File: config.mk
export PLATFORM = sky130hd
export DESIGN_NAME = cpt_useq
export DESIGN_NICKNAME = d
export VERILOG_FILES = /design/src/rtl/cpt_pkg.sv /design/src/rtl/cpt_useq.sv
export VERILOG_INCLUDE_DIRS = /design/src /design/src/rtl
export SDC_FILE = /design/constraint.sdc
export NUM_CORES = 1
export LEC_CHECK = 0
export BUFFER_PORTS_ARGS = -buffer_cell sky130_fd_sc_hd__buf_2
export CORE_ASPECT_RATIO = 1.75
export CORE_UTILIZATION = 30
export CTS_CLUSTER_DIAMETER = 30
export CTS_CLUSTER_SIZE = 30
export DETAILED_ROUTE_END_ITERATION = 8
export HOLD_SLACK_MARGIN = 0.02
export SLEW_MARGIN = 20
export SYNTH_ARGS = -nofsm -noshare
export SYNTH_HDL_FRONTEND = slang
export SYNTH_SLANG_ARGS = --single-unit
File: constraint.sdc
create_clock -name i_clk -period 3.5 [get_ports i_clk]
set_input_delay 0.35 -clock i_clk [delete_from_list [all_inputs] [get_ports i_clk]]
set_output_delay 0.35 -clock i_clk [all_outputs]
set_load 0.005 [all_outputs]
File: src/rtl/cascaded_pid_twin_thruster_defines.svh
// Assertion helpers for the thruster controller. Each check is clocked on
// i_clk and is held off while i_rst_n is low.
`ifndef CASCADED_PID_TWIN_THRUSTER_DEFINES_SVH
`define CASCADED_PID_TWIN_THRUSTER_DEFINES_SVH

// The consequent must hold in the same cycle as the antecedent.
`define CPT_ASSERT_SAME(lbl, pre, post) \
    lbl: assert property (@(posedge i_clk) disable iff (!i_rst_n) (pre) |-> (post)) \
        else $error("same-cycle check failed");

// The consequent must hold in the cycle after the antecedent.
`define CPT_ASSERT_NEXT(lbl, pre, post) \
    lbl: assert property (@(posedge i_clk) disable iff (!i_rst_n) (pre) |=> (post)) \
        else $error("next-cycle check failed");

`endif

File: src/rtl/cpt_pkg.sv
package cpt_pkg;

    localparam int STAGE_COUNT = 4;
    localparam int STAGE_W     = 2;
    localparam int DATA_W      = 32;
    localparam int ACT_W       = 24;
    localparam int DERIV_W     = 41;
    localparam int INTEG_W     = 48;
    localparam int INC_W       = 34;
    localparam int MA_W        = 34;
    localparam int MB_W        = 26;
    localparam int PROD_W      = MA_W + MB_W;
    localparam int ACC_W       = PROD_W;
    localparam int PART_W      = 25;
    localparam int FRAC_W      = 16;
    localparam int GAIN_W      = 18;
    localparam int CFG_W       = 24;
    localparam int CFG_IDX_W   = 3;
    localparam int PC_W        = 5;

    // Stage indexes.
    localparam logic [STAGE_W-1:0] STG_X = 2'd0;
    localparam logic [STAGE_W-1:0] STG_A = 2'd1;
    localparam logic [STAGE_W-1:0] STG_Y = 2'd2;
    localparam logic [STAGE_W-1:0] STG_S = 2'd3;

    // Configuration register indexes.
    localparam logic [CFG_IDX_W-1:0] CFG_THRUST_MEAN       = 3'd0;
    localparam logic [CFG_IDX_W-1:0] CFG_COMMON_GAIN       = 3'd1;
    localparam logic [CFG_IDX_W-1:0] CFG_DIFFERENTIAL_GAIN = 3'd2;
    localparam logic [CFG_IDX_W-1:0] CFG_TIME_STEP         = 3'd3;
    localparam logic [CFG_IDX_W-1:0] CFG_INVERSE_TIME_STEP = 3'd4;

    typedef struct packed {
        logic signed [DATA_W-1:0] horizontal_error;
        logic signed [DATA_W-1:0] vertical_error;
        logic signed [DATA_W-1:0] vertical_speed;
        logic signed [DATA_W-1:0] tilt_angle;
    } t_in_word;

    typedef struct packed {
        logic signed [DATA_W-1:0] left_thrust;
        logic signed [DATA_W-1:0] right_thrust;
    } t_out_word;

    typedef struct packed {
        logic [16:0] thrust_mean;
        logic [16:0] common_gain;
        logic [16:0] differential_gain;
        logic [16:0] time_step;
        logic [23:0] inverse_time_step;
    } t_cfg;

    typedef enum logic {
        SEQ_IDLE,
        SEQ_RUN
    } t_seq_state;

    typedef enum logic [2:0] {
        MA_HOLD,
        MA_DIFF,
        MA_ERR,
        MA_DLO,
        MA_DHI,
        MA_COMMON_ACT,
        MA_DIFF_ACT
    } t_ma_sel;

    typedef enum logic [2:0] {
        MB_HOLD,
        MB_INV,
        MB_DT,
        MB_KP,
        MB_KD,
        MB_CGAIN,
        MB_DGAIN
    } t_mb_sel;

    typedef enum logic [3:0] {
        POST_NONE,
        POST_DERIV,
        POST_INTEG,
        POST_ACC_LOAD,
        POST_ACC_ADD,
        POST_ACC_ADD_HI,
        POST_STAGE_OUT,
        POST_CPART,
        POST_DPART,
        POST_EMIT
    } t_post;

    typedef enum logic [1:0] {
        JUMP_NEXT,
        JUMP_STAGE,
        JUMP_END_WAIT
    } t_jump;

    typedef struct packed {
        logic             load_e;
        t_ma_sel          ma_sel;
        t_mb_sel          mb_sel;
        logic             mul_en;
        logic             prev_wr;
        t_post            post;
        t_jump            jump;
        logic [PC_W-1:0]  target;
    } t_ctrl;

    localparam t_ctrl CTRL_NOP = '{
        load_e:  1'b0,
        ma_sel:  MA_HOLD,
        mb_sel:  MB_HOLD,
        mul_en:  1'b0,
        prev_wr: 1'b0,
        post:    POST_NONE,
        jump:    JUMP_NEXT,
        target:  '0
    };

    localparam logic [PC_W-1:0] PC_LOOP_TOP = '0;

    function automatic logic [GAIN_W-1:0] p_gain(input logic [STAGE_W-1:0] stage);
        logic [GAIN_W-1:0] g;
        unique case (stage)
            STG_X: g = 18'd13107;
            STG_A: g = 18'd1311;
            STG_Y: g = 18'd163840;
            STG_S: g = 18'd65536;
        endcase
        return g;
    endfunction

    function automatic logic [GAIN_W-1:0] d_gain(input logic [STAGE_W-1:0] stage);
        logic [GAIN_W-1:0] g;
        unique case (stage)
            STG_X: g = 18'd13107;
            STG_A: g = 18'd655;
            STG_Y: g = 18'd98304;
            STG_S: g = 18'd0;
        endcase
        return g;
    endfunction

    function automatic logic signed [ACT_W-1:0] out_limit(input logic [STAGE_W-1:0] stage);
        logic signed [ACT_W-1:0] lim;
        unique case (stage)
            STG_X: lim = 24'sd1638400;
            STG_A: lim = 24'sd65536;
            STG_Y: lim = 24'sd6553600;
            STG_S: lim = 24'sd65536;
        endcase
        return lim;
    endfunction

    // Microprogram. Steps 0 to 12 run one PID stage and loop over the four
    // stages; steps 13 to 18 scale the two actions and hand out the word.
    function automatic t_ctrl ucode(input logic [PC_W-1:0] pc);
        t_ctrl w;
        w = CTRL_NOP;
        unique case (pc)
            PC_W'(0): w.load_e = 1'b1;
            PC_W'(1): begin
                w.ma_sel  = MA_DIFF;
                w.mb_sel  = MB_INV;
                w.prev_wr = 1'b1;
            end
            PC_W'(2): w.mul_en = 1'b1;
            PC_W'(3): begin
                w.post   = POST_DERIV;
                w.ma_sel = MA_ERR;
                w.mb_sel = MB_DT;
            end
            PC_W'(4): w.mul_en = 1'b1;
            PC_W'(5): begin
                w.post   = POST_INTEG;
                w.mb_sel = MB_KP;
            end
            PC_W'(6): w.mul_en = 1'b1;
            PC_W'(7): begin
                w.post   = POST_ACC_LOAD;
                w.ma_sel = MA_DLO;
                w.mb_sel = MB_KD;
            end
            PC_W'(8): w.mul_en = 1'b1;
            PC_W'(9): begin
                w.post   = POST_ACC_ADD;
                w.ma_sel = MA_DHI;
            end
            PC_W'(10): w.mul_en = 1'b1;
            PC_W'(11): w.post = POST_ACC_ADD_HI;
            PC_W'(12): begin
                w.post   = POST_STAGE_OUT;
                w.jump   = JUMP_STAGE;
                w.target = PC_LOOP_TOP;
            end
            PC_W'(13): begin
                w.ma_sel = MA_COMMON_ACT;
                w.mb_sel = MB_CGAIN;
            end
            PC_W'(14): w.mul_en = 1'b1;
            PC_W'(15): begin
                w.post   = POST_CPART;
                w.ma_sel = MA_DIFF_ACT;
                w.mb_sel = MB_DGAIN;
            end
            PC_W'(16): w.mul_en = 1'b1;
            PC_W'(17): w.post = POST_DPART;
            PC_W'(18): begin
                w.post = POST_EMIT;
                w.jump = JUMP_END_WAIT;
            end
            default: w = CTRL_NOP;
        endcase
        return w;
    endfunction

endpackage

File: src/rtl/cpt_useq.sv
`include "cascaded_pid_twin_thruster_defines.svh"

module cpt_useq (
    input  logic                          i_clk,
    input  logic                          i_rst_n,
    input  logic                          i_start,
    input  logic                          i_out_free,
    output cpt_pkg::t_ctrl                o_ctrl,
    output logic [cpt_pkg::STAGE_W-1:0]   o_stage,
    output logic                          o_busy
);
    import cpt_pkg::*;

    t_seq_state         r_state, n_state;
    logic [PC_W-1:0]    r_pc, n_pc;
    logic [STAGE_W-1:0] r_stage, n_stage;
    t_ctrl              rom_word;

    localparam logic [STAGE_W-1:0] LAST_STAGE = STAGE_W'(STAGE_COUNT - 1);

    assign rom_word = ucode(r_pc);

    always_ff @(posedge i_clk) begin
        if (!i_rst_n) begin
            r_state <= SEQ_IDLE;
            r_pc    <= '0;
            r_stage <= '0;
        end else begin
            r_state <= n_state;
            r_pc    <= n_pc;
            r_stage <= n_stage;
        end
    end

    always_comb begin
        n_state = r_state;
        n_pc    = r_pc;
        n_stage = r_stage;
        o_ctrl  = CTRL_NOP;
        unique case (r_state)
            SEQ_IDLE: begin
                if (i_start) begin
                    n_state = SEQ_RUN;
                end
            end
            SEQ_RUN: begin
                o_ctrl = rom_word;
                unique case (rom_word.jump)
                    JUMP_NEXT: n_pc = r_pc + 1'b1;
                    JUMP_STAGE: begin
                        if (r_stage != LAST_STAGE) begin
                            n_stage = r_stage + 1'b1;
                            n_pc    = rom_word.target;
                        end else begin
                            n_pc = r_pc + 1'b1;
                        end
                    end
                    JUMP_END_WAIT: begin
                        // The last step stays put until the output register frees up.
                        if (i_out_free) begin
                            n_state = SEQ_IDLE;
                            n_pc    = '0;
                            n_stage = '0;
                        end
                    end
                    default: n_pc = r_pc + 1'b1;
                endcase
            end
        endcase
    end

    assign o_stage = r_stage;
    assign o_busy  = (r_state == SEQ_RUN);

    `CPT_ASSERT_SAME(a_idle_at_start, r_state == SEQ_IDLE, r_pc == '0 && r_stage == '0)
    `CPT_ASSERT_NEXT(a_start_runs, r_state == SEQ_IDLE && i_start, r_state == SEQ_RUN)
    `CPT_ASSERT_NEXT(a_wait_holds, r_state == SEQ_RUN && rom_word.jump == JUMP_END_WAIT && !i_out_free, r_state == SEQ_RUN && $stable(r_pc))

endmodule

==> summary.txt <==
GRT
  – Met3 Usage GRT: around 2.8%
  – GR Overflow Total: 0
  – GRT met1 Usage: between 10% and 20%
  – Largest net degree at the start of global routing: 24
  – Gr usage total: 14.80%
  – First-pass GRT wire length: around 3400 µm
  – Met2 GRT Util: around a quarter
  – Busiest grt layer: met2
  – Antenna violations before repair: 0
  – Number of global-route vias before repair: between 700 and 800

Clock tree
  – Hold-fix buffers at CTS: 0
  – Post_cts resized: 0
  – Root buf cell: clkbuf_8
  – Num CTS Buffers: 3
  – Reg clk slew, reported paths: about 0.04 ns
  – Worst skew pair latency: 0.23 ns
  – Setup bufs post-CTS: 0
  – CTS tree: built
  – H-tree Lvls: 1
  – CTS sink count: 8
  – Clk buf depth: 2

Die
  – Core area: 2522 µm²
  – Starting Density: 32.39%
  – Placement Rows: 24
  – Die Area: 2944 µm²
  – Chip Width: about 41 µm
  – Top-Level Pins: 27
  – Die H: 71.04 µm

Finish
  – Post-layout net count: 130
  – Layout cell share with drive strength beyond 1: a little over a quarter
  – Final non-filler cell total: between 100 and 150
  – Fillers: approximately 290
  – Number of diodes: 0
  – Layout area overhead: 14.55%
  – Finished Cell Area: between 900 and 1000 µm²

Detailed routing
  – Avg WL per Cell: between 10 and 15 µm
  – Vias per inst: ~5.5
  – Detailed Routing Iterations Pass 1: 4
  – Initial drt markers: 17
  – DR vias: between 700 and 800
  – # DRC: 0
  – Total wire length: roughly 2000 µm
  – Antenna violation net count after detailed routing: 0

Synthesis
  – Synth top area share: 19.60%
  – Yosys cell types: 44
  – Synth warn: 0
  – Post-Syn Instances: slightly above 100
  – Seq/Total Area, Yosys: 19.60%
  – Post-Syn Area: approximately 800 µm²
  – Top cells by area, synth: dfxtp_1 (20%), ha_1 (9.2%), buf_4 (5.5%)
  – Synthesis-stage register bit count: 8
  – Syn Area/Cell: 8.089 µm²
  – Leading area contributor after synthesis: dfxtp_1

Placed design
  – Area after DPL: 894.6 µm²
  – DP Cell Count: between 100 and 150
  – Port buffer count: 21
  – Final HPWL DP: 1508 µm
  – RD Place Congestion: around 0.71

Min path
  – Worst Hold Class: primary input to flop
  – Hold Path Cell Cnt: 2

Critical path
  – Critical path startpoint category: flop
  – Buffers & Inverters on Critical Path: 1
  – Crit path DAT: ~1.9 ns
  – Worst path max stage delay: between 0.3 and 0.4 ns
  – Delay-heaviest family, CP: adder cells
  – CP most frequent cell: ha_1
  – Crit-path max FO: 8
  – Levels on crit path: 7
  – Critical Path End: o_ctrl[7]
  – Reg2reg path depth: 4
  – Worst Setup End Kind: output port
  – Critical Setup Path Class: flop to output port
  – CP Data Required Time: around 3.2 ns
  – R2R Setup Slk: about 1.8 ns
  – Worst reg2reg endpoint: r_pc[2]$_SDFFE_PN0P_
  – Cells along the critical path: ha_1, and3_1, ha_1, a21oi_1, o21ai_1, and2_1, buf_2
  – Setup crit start: r_pc[0]$_SDFFE_PN0P_
  – Critical path's slowest cell: dfxtp_1
  – Start of the worst register-to-register path: r_pc[3]$_SDFFE_PN0P_

Power and ir drop
  – LEAKAGE: just over 0.4 nW
  – Pwr Density: roughly 260 nW/µm²
  – Worst VDD drop: 0.2144 mV

STA
  – Final Hold Fails: 0
  – Maximum clock rate: about 450 MHz
  – Crit path time final: about 2.2 ns
  – Worst Tran Pin Value: 0.7059 ns
  – Clock skew: roughly 0.0026 ns
  – Slew Viols, Final: 0
  – Max_slew headroom: a little over half
  – Final hold slack: roughly 0.36 ns
  – Setup TNS: 0 ns
  – RSZ-0062 raised after global routing: no
  – Tcrit/Tclk final: about 64%
  – Finish-stage setup viols: 0

Outcome
  – Status: complete, no violations

Flow run
  – MaxCap Viol Count: 0
sequential cells by signal, summed over array words and instances (netlist names):
register  cells
o_busy        1
o_stage       2
r_pc          5
worst min path at each step:
stage	to	startpoint	slack [ns]
after floorplan	o_busy$_SDFF_PN0_	i_out_free	0.46
after global placement	o_stage[1]$_SDFFE_PN0P_	o_stage[1]$_SDFFE_PN0P_	0.49
after detailed placement	o_stage[1]$_SDFFE_PN0P_	o_stage[1]$_SDFFE_PN0P_	0.50
after CTS	o_busy$_SDFF_PN0_	i_out_free	0.37
after global routing	o_busy$_SDFF_PN0_	i_out_free	0.37
final	o_busy$_SDFF_PN0_	i_out_free	0.36
synthesized netlist by cell type (all sizes together):
cell type  instances
and3               3
and2               3
nand2b             1
nor4b              1
and4               2
conb               1
o21a               1
o31ai              1
nand3              2
o21ai              6
nand4b             1
o211ai             4
dfxtp              8
nand4              1
a32o               1
a21oi              4
o31a               2
a311oi             1
mux2i              1
inv                5
clkbuf             1
ha                 6
a21boi             2
buf               10
nor4               2
nor3               1
o32ai              1
xnor2              1
mux2               2
nand4bb            1
nand2              9
nand3b             1
a31oi              4
nor2b              5
a41oi              1
nor2               5
layout make-up:
type	count	area, µm²	area share [%]
Tap cell	26	32.53	3.476
Inverter	5	18.77	2.005
Sequential cell	8	160.2	17.11
Clock buffer	3	41.29	4.412
Multi-Input combinational cell	81	578.1	61.76
Timing Repair Buffer	21	105.1	11.23
per-layer routing:
layer  share of wire (%)  up-vias
met5                   0        -
li1                    -      397
met2                  54       18
met1                  40      371
met4                 2.6        0
met3                 3.4        5
worst reg2reg max path, delay by kind of cell, from the launching register on:
kind,cells,cell delay [ns]
flops,1,0.70
compound gates,2,0.36
simple gates,2,0.51
report_power, final:
part / internal [mW] / leakage [nW] / total [mW] / switching [mW]
registers: 0.0941 / 0.0650 / 0.101 / 0.00710
clock network: 0.0746 / 0.0216 / 0.112 / 0.0377
logic: 0.0134 / 0.319 / 0.0321 / 0.0187
per-stage QoR:
stage	worst slack [ns]	power (mW)	utilization [%]
6_report	1.264	0.2456	37.10
3_3_place_gp	1.560	0.1342	35.47
4_1_cts	1.269	0.2484	37.10
3_5_place_dp	1.528	0.1350	35.47
2_1_floorplan	1.772	0.1265	-
5_1_grt	1.178	0.2569	37.10
cells in the final DEF (no fill, tap or decap), drive strengths merged, types with 3 or more instances in the layout:
master  instances
nor2b           5
and2            3
o21ai           6
buf            21
o211ai          4
conb            5
dfxtp           8
inv             5
ha              6
a21oi           4
nor2            5
clkbuf          3
a31oi           4
nand2           9
and3            3
logic make-up after synthesis:
logic type,synth area share [%]
buffers and inverters,11.48
AO/OA/AOI/OAI,24.50
flip-flops,19.60
adder cells (fa/ha/maj),9.188
AND/OR/NAND/NOR,29.71
XOR/XNOR,1.072
other,0.4590
multiplexers,3.981
Note: power is estimated with default switching activity, not from simulation.
